===== config.mk =====
export PLATFORM = sky130hd
export DESIGN_NAME = blc_cell
export DESIGN_NICKNAME = d
export VERILOG_FILES = /design/src/hdl/assert_macros.svh /design/src/hdl/blc_pkg.sv /design/src/hdl/blc_cell.sv
export SDC_FILE = /design/constraint.sdc
export NUM_CORES = 1
export LEC_CHECK = 0
export ABC_AREA = 1
export BUFFER_PORTS_ARGS = -buffer_cell sky130_fd_sc_hd__clkbuf_2
export CAP_MARGIN = 20
export CELL_PAD_IN_SITES_DETAIL_PLACEMENT = 1
export CELL_PAD_IN_SITES_GLOBAL_PLACEMENT = 1
export CORE_MARGIN = 5
export CORE_UTILIZATION = 52
export DETAILED_ROUTE_END_ITERATION = 6
export HOLD_SLACK_MARGIN = 0.06
export PLACE_DENSITY_LB_ADDON = 0.1
export SLEW_MARGIN = 0
export SYNTH_ARGS = -nofsm -noshare
export SYNTH_HDL_FRONTEND = slang
export SYNTH_SLANG_ARGS = --single-unit

===== constraint.sdc =====
create_clock -name i_clk -period 15.1 [get_ports i_clk]
set_input_delay 1.51 -clock i_clk [delete_from_list [all_inputs] [get_ports i_clk]]
set_output_delay 1.51 -clock i_clk [all_outputs]
set_load 0.03 [all_outputs]

===== src/hdl/assert_macros.svh =====
// ----------------------------------------------------------------------------
// Assertion macros shared by the correlation search RTL
// ----------------------------------------------------------------------------
`ifndef ASSERT_MACROS_SVH
`define ASSERT_MACROS_SVH
`ifndef SYNTHESIS
// property must hold at every clock edge out of reset
`define BLC_ASSERT(lbl, clk, rst_n, prop) \
    lbl: assert property (@(posedge clk) disable iff (!rst_n) (prop)) \
        else $error("blc assertion failed");
// cons must hold in the cycle after ante
`define BLC_ASSERT_NEXT(lbl, clk, rst_n, ante, cons) \
    lbl: assert property (@(posedge clk) disable iff (!rst_n) (ante) |=> (cons)) \
        else $error("blc assertion failed");
`else
`define BLC_ASSERT(lbl, clk, rst_n, prop)
`define BLC_ASSERT_NEXT(lbl, clk, rst_n, ante, cons)
`endif
`endif


===== src/hdl/blc_pkg.sv =====
// ----------------------------------------------------------------------------
// blc_pkg
// Sizes, widths and shared types of the best-lag correlation search.
// ----------------------------------------------------------------------------
package blc_pkg;

    localparam int SHORT_DEPTH = 256;
    localparam int LONG_DEPTH  = 512;
    localparam int SAMPLE_BITS = 16;
    localparam int NUM_CELLS   = 8;

    localparam int CFG_W   = 10;
    localparam int CFG_RST = 512;
    localparam int Q_BITS  = 15;
    localparam int QW      = Q_BITS + 1;
    localparam logic [QW-1:0] ONE_Q = QW'(1) << Q_BITS;

    localparam int SA_W   = $clog2(SHORT_DEPTH);
    localparam int LA_W   = $clog2(LONG_DEPTH);
    localparam int SC_W   = $clog2(SHORT_DEPTH + 1);
    localparam int LC_W   = $clog2(LONG_DEPTH + 1);
    localparam int CI_W   = $clog2(NUM_CELLS);
    localparam int J_W    = $clog2(NUM_CELLS + SHORT_DEPTH + 1);
    localparam int BASE_W = $clog2(LONG_DEPTH + NUM_CELLS + 1);
    localparam int BIT_W  = $clog2(QW);

    // sum widths: first and second order
    localparam int S1_W   = SAMPLE_BITS + SA_W;
    localparam int S2_W   = 2 * SAMPLE_BITS + SA_W;
    // n*S2 and S1*S1 terms
    localparam int D_W    = 2 * SAMPLE_BITS + 2 * SA_W;
    localparam int LIMB_W = D_W / 2;
    localparam int AW     = 2 * D_W + 1;
    localparam int PRD_W  = 2 * D_W;
    localparam int PW     = PRD_W + QW;
    localparam int SW     = PRD_W + 2 * QW;

    typedef struct packed {
        logic dv;
        logic comp;
    } t_cell_ctl;

    typedef struct packed {
        logic [S1_W-1:0] sy;
        logic [S2_W-1:0] syy;
        logic [S2_W-1:0] sxy;
    } t_sums;

    typedef struct packed {
        logic          busy;
        logic          done;
        logic [QW-1:0] q;
    } t_corr_stat;

endpackage


===== src/hdl/blc_cell.sv =====
// ----------------------------------------------------------------------------
// blc_cell
// One lag cell: holds a long sample, passes it down the chain, and
// accumulates Sy, Syy and Sxy against the broadcast short sample.
// ----------------------------------------------------------------------------
module blc_cell (
    input  logic                              i_clk,
    input  blc_pkg::t_cell_ctl                i_ctl,
    input  logic [blc_pkg::SAMPLE_BITS-1:0]   i_x,
    input  logic [blc_pkg::SAMPLE_BITS-1:0]   i_y_in,
    output logic [blc_pkg::SAMPLE_BITS-1:0]   o_y,
    output blc_pkg::t_sums                    o_sums
);
    import blc_pkg::*;

    logic [SAMPLE_BITS-1:0]   r_y;
    t_sums                    r_sums;
    logic [2*SAMPLE_BITS-1:0] s_xy;
    logic [2*SAMPLE_BITS-1:0] s_yy;

    assign s_xy = i_x * r_y;
    assign s_yy = r_y * r_y;

    // fill data clears the sums, compute data accumulates
    always_ff @(posedge i_clk) begin
        if (i_ctl.dv) begin
            r_y <= i_y_in;
            if (i_ctl.comp) begin
                r_sums.sy  <= r_sums.sy + S1_W'(r_y);
                r_sums.syy <= r_sums.syy + S2_W'(s_yy);
                r_sums.sxy <= r_sums.sxy + S2_W'(s_xy);
            end else begin
                r_sums <= '0;
            end
        end
    end

    assign o_y    = r_y;
    assign o_sums = r_sums;

endmodule


==> results of run 1 <==
[per-layer routing]
layer / GRT usage, % / vias to the layer above
met2: 55.9 / 443
met4: 10.5 / 0
li1: - / 9925
met1: 34.6 / 10800
met3: 4.66 / 162
met5: 0 / -
[per-stage QoR]
step / area (µm²) / std cells / setup slack (ps)
2_1_floorplan: 25600 / 3372 / 8430
3_3_place_gp: 27000 / 4114 / 8200
3_5_place_dp: 27000 / 4114 / 8030
4_1_cts: 27600 / 4146 / 8460
5_1_grt: 27600 / 4147 / 8260
6_report: 27600 / 4147 / 8480
[kinds of logic (layout without fill, tap and decap cells)]
group                    after synthesis  after routing
AO/OA/AOI/OAI                        227            227
XOR/XNOR                              14             14
adder cells (fa/ha/maj)              656            656
buffers and inverters               1150           1261
flip-flops                           120            120
AND/OR/NAND/NOR                     1205           1205
[Yosys cell counts (all sizes together) (5+ instances only)]
cell type	count	area, µm²
inv	1056	3960
nand2	877	3380
fa	418	8370
ha	238	2980
nor2	210	848
a21oi	139	726
edfxtp	120	3600
clkbuf	89	344
nand3	85	510
o21ai	63	319
nor3	18	95.1
o21bai	11	90.1
xor2	11	96.3
a21o	7	52.6
buf	5	23.8
nand4	5	31.3
[final timing paths]
| path | startpoint | end | cells after the start | slack (ps) |
|---|---|---|---|---|
| max | i_x[10] | o_sums[30]$_SDFFCE_PN0P_ | 21 | 8480 |
| min | o_sums[80]$_SDFFCE_PN0P_ | o_sums[80]$_SDFFCE_PN0P_ | 3 | 650 |
| max reg2reg | o_y[0]$_DFFE_PP_ | o_sums[68]$_SDFFCE_PN0P_ | 24 | 8700 |
| min reg2reg | o_sums[80]$_SDFFCE_PN0P_ | o_sums[80]$_SDFFCE_PN0P_ | 3 | 650 |
[registers in the layout, indices dropped and copies added (netlist names)]
signal / cells
o_sums: 104
o_y: 16
[worst reg2reg max path: stages (launching register included)]
cell and delay [ps]:
edfxtp_1 920, buf_4 410, nand2_1 170, xor2_1 190
ha_1 280, inv_1 50, fa_1 490, inv_1 60
fa_1 530, fa_1 460, fa_1 490, inv_1 50
fa_1 500, inv_1 50, ha_1 370, nand2_2 140
inv_2 50, a21oi_1 290, o21bai_2 100, nand2_1 60
nand2_1 40, nor2_1 240, nand2_1 90, nand2_1 70
nor2_1 50
[layout make-up]
type | count | area [µm²]
timing repair buffer | 173 | 936
sequential | 120 | 3600
clock inverter | 15 | 179
inverter | 1056 | 3960
fill | 6341 | 21300
tap | 664 | 831
clock buffer | 17 | 425
multi-input combinational | 2102 | 17700
==> results.cfg, run 1 <==
[worst_setup_path]
crit_path_end_kind = flop
worstPathCellList = clkbuf_2, nand2_1, fa_1, fa_1, fa_1, fa_1, inv_1, fa_1, inv_1, fa_1, inv_1, ha_1, nand2_2, nor2_1, nand2_1, nand2_1, nand2_1, nand3_2, nand2_1, a21oi_1, nor2_1
startpoint_type = input port
required_ps = 15350
worstPathMaxFanout = 16
path_class = input port to flop
critPathBufInv = 4
crit_top_cell = fa_1
crit_slowest_cell = fa_1
crit_arrival_ps = 6870
crit_family = adder cells
critical_path.max_stage_delay_ps = 600

[logic_synthesis]
synthXorXnorAreaFrac_pct = 0.479
synth_flop_cell = edfxtp_1
synth_top_family_by_area = adder cells
syn_area_um2 = 25600
postSynthAreaPerCell_um2 = 7.59
synth.area.mux_share_pct = 0
synth_seq_cells = 120
synth-simple-area-share_pct = 19.3
synth_cell_type_count = 38
async_flop_share_pct = 0
syn_inst = 3372
synthAdderAreaFrac_pct = 44.3
synth_compound_area_share_pct = 4.84
synth-edff-count = 120
syn_nets = 4063
yosys_warnings = 0
ys_seq_area_share_pct = 14.1

[die]
io_pins = 155
die_area_um2 = 53700
coreArea_um2 = 48800
start_util_pct = 52.4
chipWidth_um = 232
num_rows = 81
die_y_um = 232

[timing]
skew_ps = 13.5
fin_hold_ws_ps = 654
fin_crit_ps = 6620
max_freq_ghz = 0.151
post-route-period-util_pct = 43.8
maxSlewViolCount = 0
setup-violations-final = 0
hold_violations = 0
maxSlewHeadroom_pct = 27.5
setup_tns_ps = 0
worst_slew_pin_slew_ps = 1090
rsz0062_at_grt = false

[final_layout]
layout.nets = 4161
fin_util_pct = 56.5
area_delta_synth_final_pct = 7.83
mostFrequentLayoutCell = inv_1
layout_common_cells = 1052 x inv_1, 842 x nand2_1, 418 x fa_1, 238 x ha_1, 194 x nor2_1
drive_above_1_share_pct = 8.41
n_antenna_cell = 0

[clock_tree]
clock_sinks = 120
holdBufCountCts = 0
postCtsSetupRepairBufs = 0
cts_root_buf = clkbuf_16
cts.clk_slew.worst_paths_ps = 70
cts_max_path_buffers = 2
cts_made_buffers = 17
insertion_delay_ps = 500
htreeDepth = 4
postCtsResizedCells = 0
cts_tree = yes

[drt]
wl_um = 77200
wl_met2_um = 41000
routed.top_layer = met4
drcViolationCount = 0
met1_length_um = 30800
via_per_inst = 5.14
detail_route.wl_per_cell_um = 18.6
wl_met3_um = 3060
ant_nets = 0
first_pass_iters = 5
drt_iter0_markers = 977
vias = 21330

[place]
hpwl_um = 63000
port_buffers = 154
place_congestion = 0.911

[run]
max_cap_violations = 0

[global_routing]
grt_overflow = 0
grt_max_degree = 63
grt.total_usage_pct = 29.9
grt_pass1_vias = 24847
grt_pass1_wl_um = 127000
antenna_found_initial = 0

[min_path]
hp-class = flop to flop

[status]
outcome = finished, final reports clean
Power of run 1 is left out: the tool's default activity adds up to more than one toggle a clock period on the data nets, which glitch-free logic cannot reach.
==> run 2: changes to the inputs <==
- ABC_AREA: 1 -> 0
- CORE_UTILIZATION: 52 -> 50
- clock period: 15.1 -> 6.8 ns (I/O delays scaled with it)
==> run 2 against run 1 <==
Against the previous run:
- worst setup slack worse by 8500 ps
- critical endpoint is now o_sums[74]$_SDFFCE_PN0P_
- non-clock buffer count is 85 higher
- die area decreased by 4.7%
- first-iteration DRC count grew 6.7%
==> results.cfg, run 2 <==
[status]
outcome = finished, final reports clean

[die]
num_rows = 79
chipWidth_um = 226
io_pins = 155
start_util_pct = 50.4
coreArea_um2 = 46500
die_area_um2 = 51200
die_y_um = 226

[worst_setup_path]
critical_path_depth = 23
worstReg2RegStart = o_y[12]$_DFFE_PP_
path_class = flop to flop
crit_family = adder cells
required_ps = 7010
worstPathMaxFanout = 23
regToRegSetupSlack_ps = 20
crit_slowest_cell = fa_1
critical_path.max_stage_delay_ps = 620
crit_arrival_ps = 6990
r2r_end = o_sums[74]$_SDFFCE_PN0P_
startpoint = o_y[12]$_DFFE_PP_
crit_top_cell = fa_1
startpoint_type = flop
critPathBufInv = 6
reg2regPathDepth = 23
crit_path_end_kind = flop
worstPathCellList = buf_6, buf_4, and2_1, inv_1, fa_1, inv_1, fa_1, ha_1, fa_1, inv_1, fa_1, inv_1, fa_1, ha_2, a21oi_2, o21ai_1, or4_4, o211ai_2, nand3_2, or3_4, a31oi_4, xor2_1, nor2_1

[clock_tree]
cts_tree = yes
insertion_delay_ps = 500
cts_max_path_buffers = 2
cts_made_buffers = 17
holdBufCountCts = 0
cts_root_buf = clkbuf_16
clock_sinks = 120
cts.clk_slew.worst_paths_ps = 80
htreeDepth = 4

[logic_synthesis]
syn_inst = 2547
synth-edff-count = 120
synth_seq_cells = 120
synth_flop_cell = edfxtp_1
yosysMostFrequentCell = inv_1
synth_top_area_share_pct = 35.8
synth_area_leaders = fa_1 36%, edfxtp_1 15%, ha_1 13%, inv_1 11%, nand2_1 4.5%
yosys_warnings = 0
synth_common_cells = 683 x inv_1, 418 x fa_1, 280 x nand2_1, 238 x ha_1, 158 x and2_1
synth_cell_type_count = 65
ys_seq_area_share_pct = 15.4
postSynthAreaPerCell_um2 = 9.18
syn_area_um2 = 23400
synth_top_area_cell = fa_1
syn_nets = 3238
async_flop_share_pct = 0

[global_routing]
antenna_found_initial = 8
grt.total_usage_pct = 27.2
grt_max_degree = 65
grt_pass1_wl_um = 108000
grt_overflow = 0
grt_pass1_vias = 20163

[min_path]
min_to = o_y[12]$_DFFE_PP_
min-delay-start = i_y_in[12]
whs_path_depth = 1
hp-class = input port to flop

[place]
dp_cells = 3301
port_buffers = 154
hpwl_um = 54400
place_congestion = 0.880

[drt]
drcViolationCount = 0
first_pass_iters = 5
ant_nets = 0
detail_route.wl_per_cell_um = 20.5
drt_iter0_markers = 1042
wl_um = 69000
via_per_inst = 5.34
vias = 17946

[final_layout]
layout.nets = 3431
final_cells = 3363
layout_common_cells = 680 x inv_1, 418 x fa_1, 280 x nand2_1, 232 x ha_1, 155 x and2_1
fillers = 5390
mostFrequentLayoutCell = inv_1
drive_above_1_share_pct = 12.7
largest_reg_flops = 104
area_delta_synth_final_pct = 12.7

[run]
max_cap_violations = 0

[timing]
hold_violations = 0
max_freq_ghz = 0.147
fin_hold_ws_ps = 357
post-route-period-util_pct = 99.7
maxSlewHeadroom_pct = 35.0
setup-violations-final = 0
worst_slew_pin_slew_ps = 975
fin_crit_ps = 6780
rsz0062_at_grt = true
maxSlewViolCount = 0
skew_ps = 15.4
run 2: changes by cell type after synthesis, moves of 14 or more:
| cell | change |
|---|---|
| and2_1 | +158 |
| or3_1 | +14 |
| nand2_2 | -35 |
| nand3_1 | -45 |
| a21oi_1 | -42 |
| nand3_2 | -17 |
| inv_1 | -369 |
| nand2_1 | -562 |
| xor2_1 | +25 |
| a21o_1 | +27 |
| xnor2_1 | +41 |
| o21ai_0 | -17 |
| nor2_1 | -84 |
run 2: routing by layer:
metal	up-vias	wire (µm)	GRT usage, %
met5	-	75	0
met3	99	3820	5.02
met4	12	1420	5.72
met1	9320	29300	36.0
met2	416	34400	47.1
li1	8099	-	-
run 2: worst max-delay path by stage:
stage / to / slack [ps]
global route: o_sums[74]$_SDFFCE_PN0P_ / -200
CTS: o_sums[74]$_SDFFCE_PN0P_ / 50
detailed placement: o_sums[74]$_SDFFCE_PN0P_ / -90
finish: o_sums[74]$_SDFFCE_PN0P_ / 20
global placement: o_sums[74]$_SDFFCE_PN0P_ / 130
floorplan: o_sums[74]$_SDFFCE_PN0P_ / 40
run 2: logic make-up (layout without fill, tap and decap cells):
kind of cell	Yosys count	count (layout)	share of synthesized area, %
buffers and inverters	769	975	12.4
AND/OR/NAND/NOR	666	666	13.6
adder cells (fa/ha/maj)	656	656	48.5
AO/OA/AOI/OAI	252	252	6.94
flip-flops	120	120	15.4
XOR/XNOR	80	80	3.00
multiplexers	4	4	0.177
other	0	3	0
run 2: what timing repair did:
| item | in CTS | in global routing |
|---|---|---|
| buffers inserted | 4 | 19 |
| pin swaps | 0 | 10 |
| setup endpoints to repair | 3 | 22 |
| gates resized for setup | 3 | 44 |
| cloned | 0 | 4 |
run 2: through the flow:
step	worst slack, ps	area, µm²	util, %	TNS, ps
6_report	20.0	26400	56.8	0
5_1_grt	-198	26400	56.8	-723
4_1_cts	45.9	25900	55.8	0
3_5_place_dp	-90.4	25300	54.4	-134
3_3_place_gp	127	25300	54.4	0
2_1_floorplan	43.6	23400	-	0
run 2: cell type report:
class                   count  area (µm²)  area share, %
multi-input cells        1658       17100           64.6
flip-flops and latches    120        3600           13.7
inverters                 685        2570           9.75
repair buffers            258        1750           6.65
well taps                 607         759           2.88
clock buffers              17         425           1.61
clock inverters            15         201          0.764
diodes                      3        7.51         0.0285
Power of run 2 is left out for the same reason.
==> run 3: changes to the inputs <==
- CORE_ASPECT_RATIO: default -> 0.6
==> run 3 against run 2 <==
Against the previous run:
- sequential share of layout area decreased by 0.28 points
- critical path depth down 2
- clock skew up 2.6 ps
- sequential cell count did not move
- register-to-register slack better by 97 ps
- via count up 2.1%
- non-clock buffer count is 36 higher
- utilization increased by 1.5 points
- critical endpoint is now o_sums[78]$_SDFFCE_PN0P_
- largest cell class unchanged
==> results.cfg, run 3 (synthesis gave the netlist of run 2 again) <==
[place]
port_buffers = 154
hpwl_um = 56200
place_congestion = 0.870
pre_cts_ws_ps = -228

[clock_tree]
htreeDepth = 4
cts.clk_slew.worst_paths_ps = 80
cts_tree = yes
cts_root_buf = clkbuf_16
holdBufCountCts = 0
clock_sinks = 120
insertion_delay_ps = 480
cts_max_path_buffers = 2
cts_made_buffers = 17

[final_layout]
multi_input_area_um2 = 17200
layout.nets = 3467
drive_above_1_share_pct = 14.9
area_delta_synth_final_pct = 15.1
fin_util_pct = 58.2
layout.area.seq_um2 = 3600
fillers = 5318
largest_reg_flops = 104
mostFrequentLayoutCell = inv_1
layout_common_cells = 675 x inv_1, 412 x fa_1, 275 x nand2_1, 227 x ha_1, 154 x and2_1

[worst_setup_path]
crit_arrival_ps = 6860
path_class = flop to flop
critPathBufInv = 4
crit_family = adder cells
crit_slowest_cell = fa_2
worstPathMaxFanout = 7
critical_path.max_stage_delay_ps = 570
crit_path_end_kind = flop
worstPathCellList = buf_4, nand2_1, inv_1, fa_1, inv_1, fa_2, fa_1, fa_1, fa_1, inv_1, fa_1, ha_4, a21oi_4, o21ai_2, or4_4, o211ai_4, nand3_2, or3_4, a31oi_4, or3_1, a21oi_1
startpoint_type = flop
crit_top_cell = fa_1
required_ps = 6980

[die]
num_rows = 61
io_pins = 155
chipWidth_um = 289
coreArea_um2 = 46300
start_util_pct = 50.6
die_y_um = 178
die_area_um2 = 51400

[timing]
layout_setup_ws_ps = 117
setup_tns_ps = 0
maxSlewViolCount = 0
setup-violations-final = 0
fin_crit_ps = 6680
hold_violations = 0
worst_slew_pin_slew_ps = 802
max_freq_ghz = 0.150
skew_ps = 18.0
maxSlewHeadroom_pct = 46.3
post-route-period-util_pct = 98.3

[drt]
drt_iter0_markers = 1264
wl_um = 72200
detail_route.wl_per_cell_um = 21.1
first_pass_iters = 5
drcViolationCount = 0
vias = 18317
ant_nets = 0
via_per_inst = 5.36

[run]
max_cap_violations = 0

[global_routing]
grt_overflow = 0
grt_max_degree = 46
grt_pass1_wl_um = 111000
grt.total_usage_pct = 28.0
grt_pass1_vias = 20228
antenna_found_initial = 9

[min_path]
hp-class = input port to flop

[status]
outcome = finished, final reports clean
## run 3: path summary, 6_finish.rpt
path / start / endpoint / slack (ps) / cells after the start
worst max-delay path: o_y[7]$_DFFE_PP_ / o_sums[78]$_SDFFCE_PN0P_ / 120 / 21
worst min-delay path: i_y_in[9] / o_y[9]$_DFFE_PP_ / 370 / 1
worst max register to register: o_y[7]$_DFFE_PP_ / o_sums[78]$_SDFFCE_PN0P_ / 120 / 21
worst min register to register: o_sums[40]$_SDFFCE_PN0P_ / o_sums[40]$_SDFFCE_PN0P_ / 690 / 2
## run 3: final cells by class
cell class	instances	area share, %
multi-input cells	1658	63.9
flip-flops and latches	120	13.4
inverters	685	9.58
repair buffers	294	8.06
well taps	630	2.93
clock buffers	17	1.58
clock inverters	15	0.562
diodes	1	0.00929
## run 3: timing repair
item                                    CTS  global route
pin swaps                                 0            34
resized for setup                         3            99
endpoints found under the setup margin   10            23
cloned                                    0             6
setup buffers                             1            36
## run 3: metrics by stage
| step | std cells | hold slack, ps | area (µm²) |
|---|---|---|---|
| final | 3420 | 373 | 26900 |
| after global routing | 3419 | 357 | 26900 |
| after CTS | 3378 | 356 | 26100 |
| after detailed placement | 3345 | 669 | 25500 |
| after global placement | 3345 | 631 | 25500 |
| after floorplan | 2547 | 779 | 23400 |
## run 3: worst reg2reg max path, cell delays in order (launching register included)
cell,delay [ps]
edfxtp_1,480
buf_4,220
nand2_1,110
inv_1,80
fa_1,500
inv_1,60
fa_2,570
fa_1,450
fa_1,480
fa_1,510
inv_1,50
fa_1,570
ha_4,240
a21oi_4,170
o21ai_2,90
or4_4,530
o211ai_4,230
nand3_2,110
or3_4,410
a31oi_4,310
or3_1,170
a21oi_1,70
## run 3: per-layer routing
| metal | wire length [µm] | GRT usage (%) |
|---|---|---|
| met3 | 5620 | 5.71 |
| met1 | 33600 | 42.0 |
| met4 | 849 | 5.14 |
| met2 | 32000 | 42.6 |
| met5 | 98 | 0 |
Power of run 3 is left out for the same reason.
